<file path="src/cfbd_pkg.sv">
package cfbd_pkg;

    // Scan window: digits start DIGIT_OFFSET characters after the match.
    localparam int FREQ_DIGITS  = 6;
    localparam int DIGIT_OFFSET = 4;

    localparam logic [7:0]  CHAR_SEMI   = 8'd59;
    localparam logic [7:0]  CHAR_ZERO   = 8'd48;
    localparam logic [7:0]  CHAR_NINE   = 8'd57;
    localparam logic [7:0]  CHAR_LOW_A  = 8'd97;
    localparam logic [7:0]  CHAR_LOW_Z  = 8'd122;
    localparam logic [7:0]  CHAR_CASE   = 8'd32;
    localparam logic [7:0]  CHAR_UP_A   = 8'd65;
    localparam logic [7:0]  CHAR_UP_F   = 8'd70;
    localparam logic [7:0]  CHAR_UP_I   = 8'd73;
    localparam logic [7:0]  CHAR_STAR   = 8'd42;
    localparam logic [7:0]  CHAR_CR     = 8'd13;

    localparam logic [19:0] VALUE_MAX    = 20'hFFFFF;
    localparam logic [3:0]  POS_MAX      = 4'd15;
    localparam logic [3:0]  BAND_UNKNOWN = 4'd11;
    localparam logic [9:0]  CHAN_UNKNOWN = 10'd999;
    localparam int          NUM_BANDS    = 11;

    // Item kinds carried on tuser.
    localparam logic KIND_REPORT = 1'b0;
    localparam logic KIND_TUNER  = 1'b1;

    // Word indexes within one output burst.
    localparam logic [2:0] IDX_REPORT = 3'd0;
    localparam logic [2:0] IDX_STAR   = 3'd1;
    localparam logic [2:0] IDX_F      = 3'd2;
    localparam logic [2:0] IDX_HUND   = 3'd3;
    localparam logic [2:0] IDX_TENS   = 3'd4;
    localparam logic [2:0] IDX_ONES   = 3'd5;
    localparam logic [2:0] IDX_CR     = 3'd6;

    // Band table: inclusive kHz range, subtraction base, first channel and
    // reciprocal (multiplier and shift) that stands in for the channel step.
    localparam logic [19:0] BAND_LO [NUM_BANDS] = '{
        20'd1800, 20'd3500, 20'd5330, 20'd7000, 20'd10100, 20'd14000,
        20'd18068, 20'd21000, 20'd24890, 20'd28000, 20'd50000};
    localparam logic [19:0] BAND_HI [NUM_BANDS] = '{
        20'd2000, 20'd4000, 20'd5410, 20'd7300, 20'd10150, 20'd14350,
        20'd18168, 20'd21450, 20'd24990, 20'd29700, 20'd54000};
    // The 17 m base sits below the range start on purpose.
    localparam logic [19:0] BAND_BASE [NUM_BANDS] = '{
        20'd1800, 20'd3500, 20'd5330, 20'd7000, 20'd10100, 20'd14000,
        20'd18060, 20'd21000, 20'd24890, 20'd28000, 20'd50000};
    localparam logic [9:0] BAND_CHAN [NUM_BANDS] = '{
        10'd10, 10'd40, 10'd100, 10'd110, 10'd150, 10'd160,
        10'd200, 10'd220, 10'd270, 10'd290, 10'd360};
    // Divide by 10: x*205>>11, by 25: x*1311>>15, by 100: x*1311>>17.
    localparam logic [10:0] BAND_RECIP [NUM_BANDS] = '{
        11'd205, 11'd205, 11'd205, 11'd205, 11'd205, 11'd205,
        11'd205, 11'd205, 11'd205, 11'd1311, 11'd1311};
    localparam logic [4:0] BAND_SHIFT [NUM_BANDS] = '{
        5'd11, 5'd11, 5'd11, 5'd11, 5'd11, 5'd11,
        5'd11, 5'd11, 5'd11, 5'd15, 5'd17};

    // Match and digit scan state for one two-letter command.
    typedef struct packed {
        logic        found;
        logic [3:0]  pos;
        logic [19:0] value;
        logic        ended;
    } t_scan;

endpackage

</file>
<file path="src/cat_frequency_band_decoder_unit.sv">
// Channel  | Direction | Signals                   | Word contents
// ---------+-----------+---------------------------+------------------------------
// s_axis   | in        | tvalid tready tdata[7:0]  | rx_byte
// m_axis   | out       | tvalid tready tdata[23:0] | band, channel, changed, char
//          |           | tuser[0] tlast            | item_kind, last_of_run
//
// One input byte is taken every cycle while s_axis_tready is high. A ';' that
// closes a message with a match queues one job; the job passes a band lookup
// stage and a channel stage into the output burst registers. It leaves as a
// burst of 1 or 7 words, one word per cycle while m_axis_tready is high. Input
// stalls while the job slot holds a job that the lookup stage cannot take.
// Reset is synchronous, active low, and clears all scan and job state.
module cat_frequency_band_decoder_unit (
    input  logic        i_clk,
    input  logic        i_rst_n,
    input  logic        s_axis_tvalid,
    output logic        s_axis_tready,
    input  logic [7:0]  s_axis_tdata,   // [7:0] rx_byte
    output logic        m_axis_tvalid,
    input  logic        m_axis_tready,
    output logic [23:0] m_axis_tdata,   // [3:0] band_code, [13:4] tuner_channel,
                                        // [14] band_changed, [22:15] tuner_char,
                                        // [23] zero
    output logic [0:0]  m_axis_tuser,   // [0] item_kind
    output logic        m_axis_tlast    // last_of_run
);
    import cfbd_pkg::*;

    // Scan state for the two commands.
    t_scan       r_fa, n_fa;
    t_scan       r_ifm, n_ifm;
    logic [7:0]  r_prev, n_prev;

    // Job slot, band lookup stage and output burst.
    logic        r_j_valid;
    logic [19:0] r_j_freq;
    logic        r_a_valid;
    logic [3:0]  r_a_band;
    logic [11:0] r_a_diff;
    logic        r_o_active;
    logic [2:0]  r_idx;
    logic [2:0]  r_last_idx;
    logic [3:0]  r_band;
    logic [9:0]  r_chan;
    logic        r_changed;
    logic [3:0]  r_cur_band;
    logic [9:0]  r_cur_chan;

    // Channel digit pipeline.
    logic [3:0]  r_hund;
    logic [6:0]  r_rem;
    logic [3:0]  r_tens;

    logic        in_acc;
    logic        is_semi;
    logic [7:0]  up_char;
    logic        burst_done;
    logic        burst_free;
    logic        a_move;
    logic        a_free;
    logic        j_move;
    logic        j_free;
    logic [3:0]  look_band;
    logic [11:0] look_diff;
    logic [22:0] q_prod;
    logic [9:0]  load_chan;
    logic [15:0] hund_prod;
    logic [9:0]  rem_full;
    logic [14:0] tens_prod;
    logic [6:0]  ones_full;
    logic [7:0]  out_char;

    // Feed one uppercased character to a two-letter matcher.
    function automatic t_scan f_scan(t_scan s, logic [7:0] prev, logic [7:0] c,
                                     logic [7:0] first, logic [7:0] second);
        t_scan       r;
        logic [24:0] v;
        r = s;
        v = '0;
        if (!s.found) begin
            if (prev == first && c == second) begin
                r.found = 1'b1;
                r.pos   = 4'd1;
            end
        end else begin
            if (s.pos != POS_MAX) r.pos = s.pos + 4'd1;
            if (!s.ended && {1'b0, r.pos} >= 5'(DIGIT_OFFSET) &&
                {1'b0, r.pos} < 5'(DIGIT_OFFSET + FREQ_DIGITS)) begin
                if (c >= CHAR_ZERO && c <= CHAR_NINE) begin
                    v = {2'b0, s.value, 3'b0} + {4'b0, s.value, 1'b0}
                        + {17'b0, c - CHAR_ZERO};
                    r.value = (v > {5'b0, VALUE_MAX}) ? VALUE_MAX : v[19:0];
                end else begin
                    r.ended = 1'b1;
                end
            end
        end
        return r;
    endfunction

    // Handshakes and stage flow.
    assign burst_done    = r_o_active && m_axis_tready && (r_idx == r_last_idx);
    assign burst_free    = !r_o_active || burst_done;
    assign a_move        = r_a_valid && burst_free;
    assign a_free        = !r_a_valid || a_move;
    assign j_move        = r_j_valid && a_free;
    assign j_free        = !r_j_valid || j_move;
    assign s_axis_tready = j_free;
    assign in_acc        = s_axis_tvalid && s_axis_tready;
    assign is_semi       = (s_axis_tdata == CHAR_SEMI);

    // Uppercase and scan the incoming word.
    always_comb begin
        up_char = s_axis_tdata;
        if (s_axis_tdata >= CHAR_LOW_A && s_axis_tdata <= CHAR_LOW_Z)
            up_char = s_axis_tdata - CHAR_CASE;
        n_fa   = r_fa;
        n_ifm  = r_ifm;
        n_prev = r_prev;
        if (in_acc) begin
            if (is_semi) begin
                n_fa   = '0;
                n_ifm  = '0;
                n_prev = '0;
            end else begin
                n_fa   = f_scan(r_fa, r_prev, up_char, CHAR_UP_F, CHAR_UP_A);
                n_ifm  = f_scan(r_ifm, r_prev, up_char, CHAR_UP_I, CHAR_UP_F);
                n_prev = up_char;
            end
        end
    end

    // Band lookup over the disjoint ranges.
    always_comb begin
        look_band = BAND_UNKNOWN;
        look_diff = '0;
        for (int b = 0; b < NUM_BANDS; b++) begin
            if (r_j_freq >= BAND_LO[b] && r_j_freq <= BAND_HI[b]) begin
                look_band = 4'(b);
                look_diff = 12'(r_j_freq - BAND_BASE[b]);
            end
        end
    end

    // Channel from the band offset by reciprocal multiplication.
    always_comb begin
        q_prod    = '0;
        load_chan = CHAN_UNKNOWN;
        if (r_a_band != BAND_UNKNOWN) begin
            q_prod    = ({11'b0, r_a_diff} * {12'b0, BAND_RECIP[r_a_band]})
                        >> BAND_SHIFT[r_a_band];
            load_chan = BAND_CHAN[r_a_band] + q_prod[9:0];
        end
    end

    // Digit split of the held channel: hundreds, remainder, tens, ones.
    assign hund_prod = {6'b0, r_chan} * 16'd41;
    assign rem_full  = r_chan - 10'({r_hund, 6'b0} + {r_hund, 5'b0} + {r_hund, 2'b0});
    assign tens_prod = {8'b0, r_rem} * 15'd205;
    assign ones_full = r_rem - 7'({r_tens, 3'b0} + {r_tens, 1'b0});

    // Output word selection.
    always_comb begin
        case (r_idx)
            IDX_REPORT: out_char = 8'd0;
            IDX_STAR:   out_char = CHAR_STAR;
            IDX_F:      out_char = CHAR_UP_F;
            IDX_HUND:   out_char = CHAR_ZERO + {4'b0, r_hund};
            IDX_TENS:   out_char = CHAR_ZERO + {4'b0, r_tens};
            IDX_ONES:   out_char = CHAR_ZERO + {4'b0, ones_full[3:0]};
            IDX_CR:     out_char = CHAR_CR;
            default:    out_char = 8'd0;
        endcase
    end

    assign m_axis_tvalid = r_o_active;
    assign m_axis_tlast  = (r_idx == r_last_idx);
    assign m_axis_tuser  = (r_idx == IDX_REPORT) ? KIND_REPORT : KIND_TUNER;
    assign m_axis_tdata  = {1'b0, out_char, (r_idx == IDX_REPORT) && r_changed,
                            r_chan, r_band};

    // Control registers.
    always_ff @(posedge i_clk) begin
        if (!i_rst_n) begin
            r_fa       <= '0;
            r_ifm      <= '0;
            r_prev     <= '0;
            r_j_valid  <= 1'b0;
            r_a_valid  <= 1'b0;
            r_o_active <= 1'b0;
            r_idx      <= IDX_REPORT;
            r_last_idx <= IDX_REPORT;
            r_cur_band <= BAND_UNKNOWN;
            r_cur_chan <= CHAN_UNKNOWN;
        end else begin
            r_fa   <= n_fa;
            r_ifm  <= n_ifm;
            r_prev <= n_prev;
            if (in_acc && is_semi && (r_fa.found || r_ifm.found))
                r_j_valid <= 1'b1;
            else if (j_move)
                r_j_valid <= 1'b0;
            if (j_move)
                r_a_valid <= 1'b1;
            else if (a_move)
                r_a_valid <= 1'b0;
            if (a_move) begin
                r_o_active <= 1'b1;
                r_idx      <= IDX_REPORT;
                r_last_idx <= (load_chan != r_cur_chan) ? IDX_CR : IDX_REPORT;
                r_cur_band <= r_a_band;
                r_cur_chan <= load_chan;
            end else if (burst_done) begin
                r_o_active <= 1'b0;
            end else if (r_o_active && m_axis_tready) begin
                r_idx <= r_idx + 3'd1;
            end
        end
    end

    // Payload registers.
    always_ff @(posedge i_clk) begin
        if (in_acc && is_semi)
            r_j_freq <= r_fa.found ? r_fa.value : r_ifm.value;
        if (j_move) begin
            r_a_band <= look_band;
            r_a_diff <= look_diff;
        end
        if (a_move) begin
            r_band    <= r_a_band;
            r_chan    <= load_chan;
            r_changed <= (r_a_band != r_cur_band);
        end
        // Hundreds and remainder settle first, then tens, before the hundreds word.
        r_hund <= hund_prod[15:12];
        r_rem  <= rem_full[6:0];
        r_tens <= tens_prod[14:11];
    end

endmodule

</file>
<file path="config.mk">
export PLATFORM = sky130hd
export DESIGN_NAME = cat_frequency_band_decoder_unit
export DESIGN_NICKNAME = d
export VERILOG_FILES = /design/src/cfbd_pkg.sv /design/src/cat_frequency_band_decoder_unit.sv
export SDC_FILE = /design/constraint.sdc
export NUM_CORES = 1
export LEC_CHECK = 0
export BUFFER_PORTS_ARGS = -buffer_cell sky130_fd_sc_hd__buf_2
export CAP_MARGIN = 25
export CORE_ASPECT_RATIO = 0.7
export CORE_MARGIN = 4
export CORE_UTILIZATION = 45
export DETAILED_ROUTE_END_ITERATION = 8
export PLACE_DENSITY_LB_ADDON = 0.08
export SLEW_MARGIN = 20
export SYNTH_ARGS = -nofsm -noshare
export SYNTH_HDL_FRONTEND = slang
export SYNTH_SLANG_ARGS = --single-unit
</file>
<file path="constraint.sdc">
create_clock -name i_clk -period 26.4 [get_ports i_clk]
set_input_delay 3.96 -clock i_clk [delete_from_list [all_inputs] [get_ports i_clk]]
set_output_delay 3.96 -clock i_clk [all_outputs]
set_load 0.005 [all_outputs]
</file>
# --- Yosys cells after proc, flatten, opt, wreduce, memory -nomap -nowiden ---
# Memory sizes are Yosys's and may differ from the RTL's.
# Cells that the tools add are included.
totals:
  elab_cells: 237
  input_bits: 12
  rom_bits: 416
  mem_count: 3
  output_inout_bits: 28
  regBits: 149
mem_list:
  columns: ["memory", "words", "word_bits", "read_ports", "rd_ports_with_merged_regs", "write_ports", "line", "rtl"]
  rows:
  - ["(name not given)", 16, 11, 1, 0, 0, "cat_frequency_band_decoder_unit.sv:150", "q_prod = ({11'b0, r_a_diff} * {12'b0, BAND_RECIP[r_a_band]})"]
  - ["(name not given)", 16, 10, 1, 0, 0, "cat_frequency_band_decoder_unit.sv:152", "load_chan = BAND_CHAN[r_a_band] + q_prod[9:0];"]
  - ["(name not given)", 16, 5, 1, 0, 0, "cat_frequency_band_decoder_unit.sv:151", ">> BAND_SHIFT[r_a_band];"]
classes:
  n_lt_le_gt_ge: 33
  n_bitwise: 3
  n_reduce_logical: 56
  n_shift: 1
  addsub: 29
  eq_ne: 18
  n_mux: 65
  multipliers: 3
ops:
  columns: ["cell", "n"]
  rows:
  - ["12-bit two-way mux", 11]
  - ["20-bit two-way mux", 5]
  - ["21-bit two-way mux", 4]
  - ["20-bit by 15-bit greater-or-equal comparator with 1-bit output (second input constant)", 4]
  - ["20-bit by 15-bit less-or-equal comparator with 1-bit output (second input constant)", 4]
  - ["4-bit two-way mux", 18]
  - ["12-bit by 11-bit subtractor with 12-bit output (second input constant)", 5]
  - ["26-bit two-way mux", 2]
  - ["24-bit by 8-bit adder with 25-bit output", 2]
  - ["25-bit by 20-bit > comparator with 1-bit output (second input constant)", 2]
  - ["23-bit by 21-bit adder with 24-bit output", 2]
  - ["7-bit one-hot mux with 6 select lines", 1]
  - ["20-bit by 13-bit greater-or-equal comparator with 1-bit output (second input constant)", 2]
  - ["20-bit by 14-bit greater-or-equal comparator with 1-bit output (second input constant)", 2]
  - ["20-bit by 13-bit less-or-equal comparator with 1-bit output (second input constant)", 2]
  - ["20-bit by 14-bit less-or-equal comparator with 1-bit output (second input constant)", 2]
  - ["12-bit subtractor (second input constant)", 3]
  - ["8-bit by 7-bit == test with 1-bit output (second input constant)", 4]
  - ["10-bit two-way mux", 3]
  - ["1-bit logical AND", 27]
  - ["12-bit by 10-bit subtractor with 12-bit output (second input constant)", 2]
  - ["12-bit by 11-bit multiplier with 23-bit output", 1]
  - ["23-bit by 5-bit right shift with 10-bit output", 1]
  - ["11-bit two-way mux", 2]
  - ["other kinds (51)", 97]

# --- Longest topological paths before layout ---
depth:
  ltp_word: 15
  depth_mapped: 42
  depth_no_buf: 39

# --- Worst setup path after synthesis ---
# No wires, ideal clock.
synth_path:
  path_kind: "register -> register"
  from: "reg r_a_band[1]"
  to: "reg r_last_idx[1]"
  arrival_time_ns: 8.478
  path_stages_with_launch: 39
  period_less_slack_ns: 8.607
  setup_slack_ns: 17.793
  cell_sequence: "edfxtp_1 clkbuf_1 inv_1 ha_1 nor2b_1 clkbuf_1 clkbuf_1 buf_1 nor2_1 ha_1 inv_1 fa_1 fa_1 fa_1 fa_1 inv_1 ha_1 a21o_1 [... 3 more ...] nor3_1 o21bai_1 a21oi_1 xnor2_1 mux2_2 o221ai_1 ha_1 inv_1 fa_1 nor2b_1 o31a_1 o21ai_0 a21oi_1 a21oi_1 nor2_1 xnor2_1 nor4_1 a31oi_1"
synth_via:
  elab_chain_cells: 10
synth_lines:
  columns: ["element", "line", "rtl"]
  rows:
  - ["start: declaration", "cat_frequency_band_decoder_unit.sv:38", "logic [3:0] r_a_band;"]
  - ["start signal: assignment", "cat_frequency_band_decoder_unit.sv:226", "r_a_band <= look_band;"]
  - ["4-bit NOT with 5-bit output (not written as such)", "cat_frequency_band_decoder_unit.sv:150, cat_frequency_band_decoder_unit.sv:151, cat_frequency_band_decoder_unit.sv:152", null]
  - ["memory read 16 x 11 bit", null, null]
  - ["11-bit two-way mux (not written as such) (2 in series)", "cat_frequency_band_decoder_unit.sv:150", null]
  - ["12-bit by 11-bit multiplier with 23-bit output", "cat_frequency_band_decoder_unit.sv:150", null]
  - ["23-bit by 5-bit right shift with 10-bit output", "cat_frequency_band_decoder_unit.sv:150", null]
  - ["10-bit adder", "cat_frequency_band_decoder_unit.sv:152", null]
  - ["10-bit two-way mux *", "cat_frequency_band_decoder_unit.sv:149", "if (r_a_band != BAND_UNKNOWN) begin"]
  - ["10-bit inequality test *", "cat_frequency_band_decoder_unit.sv:210", "r_last_idx <= (load_chan != r_cur_chan) ? IDX_CR : IDX_REPORT;"]
  - ["3-bit two-way mux *", "cat_frequency_band_decoder_unit.sv:210", null]
  - ["end signal: assignment", "cat_frequency_band_decoder_unit.sv:210", null]
  - ["end: declaration", "cat_frequency_band_decoder_unit.sv:42", "logic [2:0] r_last_idx;"]
# Every way passes the cells marked *; elsewhere a longest branch is shown, timed or not. The select of a mux whose other input is x is not followed.
# A chain may end at the register's enable or synchronous reset.

# --- Final worst setup path ---
# Ends and elaborated chain as after synthesis.

==> results.tsv <==
metric	value	unit
holdBufCountCts	0	
dp_cells	2533	
layout_commonest_cell	ha_1	
cts.sinks	147	
die_area	41900	sq um
tightest_slew	0.924	ns
synth_cell_types	94	
gr-total-overflow	0	
total_power	495	uW
finClkSkew	0.0160	ns
dpl_cell_area	17900	sq um
async_reset_ff_share	0	%
gp_congestion	0.990	
multi_input_area	12600	sq um
core_area	37600	sq um
finalWorstSetupSlack	17.11	ns
clk_latency	0.44	ns
worstHoldPathType	reg -> reg	
firstDrtPassIters	6	
netlist_instances	2077	
final_cell_mix	270 x ha_1, 264 x inv_1, 181 x nand2_1	
ys_ff_latch	147	
critPathRequiredTime	26.71	ns
ant_nets	0	
ff_latch_area	3450	sq um
rsz0062_at_grt	false	
io_pins	40	
antenna_found_initial	0	
fin_tns_setup	0	ns
timing.critical_path.mode_cell	fa_1	
syn2layout_area_growth	6.67	%
drive_gt1_share	6.50	%
fillCellCount	3667	
wl_per_cell	18.5	um
tritoncts	yes	
r2r_end	r_last_idx[1]$_SDFFE_PN0P_	
status	finished clean	
nNetsFinal	2430	
clock_tree.buffer_depth	2	
cpPeakStageDelay	0.70	ns
maxSlewHeadroom	37.8	%
syn_avg_cell_area	8.36	sq um
post-place-ws	17.18	ns
grt_pass1_vias	14100	
grt_pass1_wl	77.4	mm
fin_crit	9.29	ns
ys_seq_area_share	19.9	%
end_kind	flop	
power_density	26.7	nW/um^2
path_clk_slew	0.07	ns
finalHoldViolCount	0	
timing.rr.start	r_a_band[1]$_SDFFCE_PP1P_	
startpoint_type	flop	
min-delay-start	r_chan[0]$_DFFE_PP_	
crit_fanout	35	
die_w	243	um
crit_arrival	9.60	ns
avgViaCountPerCell	5.79	
rr_worst_depth	36	
dp_hpwl	37.2	mm
cts-resized-gates	0	
cap_viol_max_count	0	
worstHoldEndpoint	r_rem[0]$_DFF_P_	
die_h	172	um
numPortBuffers	37	
synth_top_area_cell	ha_1	
reg2reg_slack	17.11	ns
rows	59	
fin_cells	2565	
grt_max_degree	57	
ys.flop_type	dfxtp_1	
cts_setup_buffers	0	
crit_type	reg -> reg	
setup_violations	0	
ys.warnings.count	0	
htreeDepth	4	
cts_made_buffers	17	
drt_iter0_drc	1488	
synth_edf_count	51	
wl	47.5	mm
diodes	0	
drc_errors	0	
num_vias	14800	
p_leak	0.00876	uW
synth.area.top_cells	ha_1 19%, dfxtp_1 11%, fa_1 9.7%	
ir_worst_vdd	0.0451	mV
netlist_area	17400	sq um
cpMaxStageDelayCell	edfxtp_1	
period_share	35.2	%
cts_root_buf	clkbuf_16	
synth_top_area_share	19.4	%
slew_viol_final	0	
hold_depth	0	
final_cell_area	18500	sq um
initial_core_util	46.1	%
grt_usage	22.8	%
fmax	0.108	GHz
-- where the power goes --
group	leakage (uW)	internal (uW)	total, uW	switching [uW]
clock	0.000296	143	243	99.6
combinational	0.00725	6.25	18.5	12.3
sequential	0.00121	233	234	0.570
total	0.00876	383	495	112
-- cells by family after synthesis --
| kind of cell | share of synthesized area (%) |
|---|---|
| AO/OA/AOI/OAI | 20.7 |
| XOR/XNOR | 5.09 |
| adder cells (fa/ha/maj) | 29.1 |
| buffers and inverters | 7.92 |
| flip-flops | 19.9 |
| multiplexers | 1.38 |
| other | 0.0216 |
| AND/OR/NAND/NOR | 15.9 |
-- sequential cells by signal (all words and copies together), names as in the netlist, 7 cells and up --
signal and cells:
r_cur_chan 10, r_a_diff 12, r_j_freq 20, r_rem 7, r_chan 10, r_ifm 26
r_fa 26, r_prev 8
-- synth_stat cells (11+ instances only) --
cell      number
nor2_1       129
a21oi_1      133
nor2b_1       34
and3_1        15
o211ai_1      14
dfxtp_1       96
nand2_1      181
o21ai_0      108
a21o_1        28
a21boi_0      18
nand4_1       19
buf_2         11
xnor2_1       70
o22ai_1       21
a221o_1       23
ha_1         270
fa_1          84
a211oi_1      13
nand3_1       49
a31oi_1       14
o21bai_1      17
edfxtp_1      51
xor2_1        31
nor3_1        26
and2_1        29
nor4_1        14
mux2_2        16
inv_1        264
nand2b_1      24
o21a_1        22
clkbuf_1      56
-- cell type report --
type                       instances  share of cell area (%)
inverter                         266                    5.39
clock buffer                      22                    2.67
clock inverter                    10                   0.513
multi-input combinational       1578                    67.8
tap                              488                    3.29
timing repair buffer              54                    1.69
sequential                       147                    18.6
-- metal layers --
layer  vias to the layer above  global-route usage, %  wire (um)
met1                      6980                   35.5      24900
met5                         -                      0          0
met2                       532                   32.0      18500
met4                         0                   5.32        623
met3                        61                   4.71       3430
li1                       7276                      -          -
-- how the worst max path moves through the flow --
stage | from | to | slack (ns) | cells after the start
after global routing | r_a_band[1]$_SDFFCE_PP1P_ | r_last_idx[1]$_SDFFE_PN0P_ | 16.28 | 36
after detailed placement | r_a_band[1]$_SDFFCE_PP1P_ | r_last_idx[1]$_SDFFE_PN0P_ | 17.18 | 36
final | r_a_band[1]$_SDFFCE_PP1P_ | r_last_idx[1]$_SDFFE_PN0P_ | 17.11 | 36
after CTS | r_a_band[1]$_SDFFCE_PP1P_ | r_last_idx[1]$_SDFFE_PN0P_ | 17.15 | 36
after global placement | r_a_band[1]$_SDFFCE_PP1P_ | r_last_idx[1]$_SDFFE_PN0P_ | 17.28 | 35
after floorplan | r_a_band[1]$_SDFFCE_PP1P_ | r_last_idx[1]$_SDFFE_PN0P_ | 17.79 | 38
-- through the flow --
stage	utilization (%)	hold WS [ns]
2_1_floorplan	-	0.391
3_3_place_gp	47.7	0.441
3_5_place_dp	47.7	0.434
4_1_cts	49.2	0.450
5_1_grt	49.2	0.488
6_report	49.2	0.442
-- worst max-delay path: cells and delay by family (launching register included) --
family	cells	cell delay, ns
AND/OR/NAND/NOR	6	1.16
AO/OA/AOI/OAI	12	2.29
XOR/XNOR	3	0.40
buffers and inverters	5	0.76
adder cells (fa/ha/maj)	9	3.53
flip-flops	1	0.70
multiplexers	1	0.29
Power figures use the tool's default switching activity.
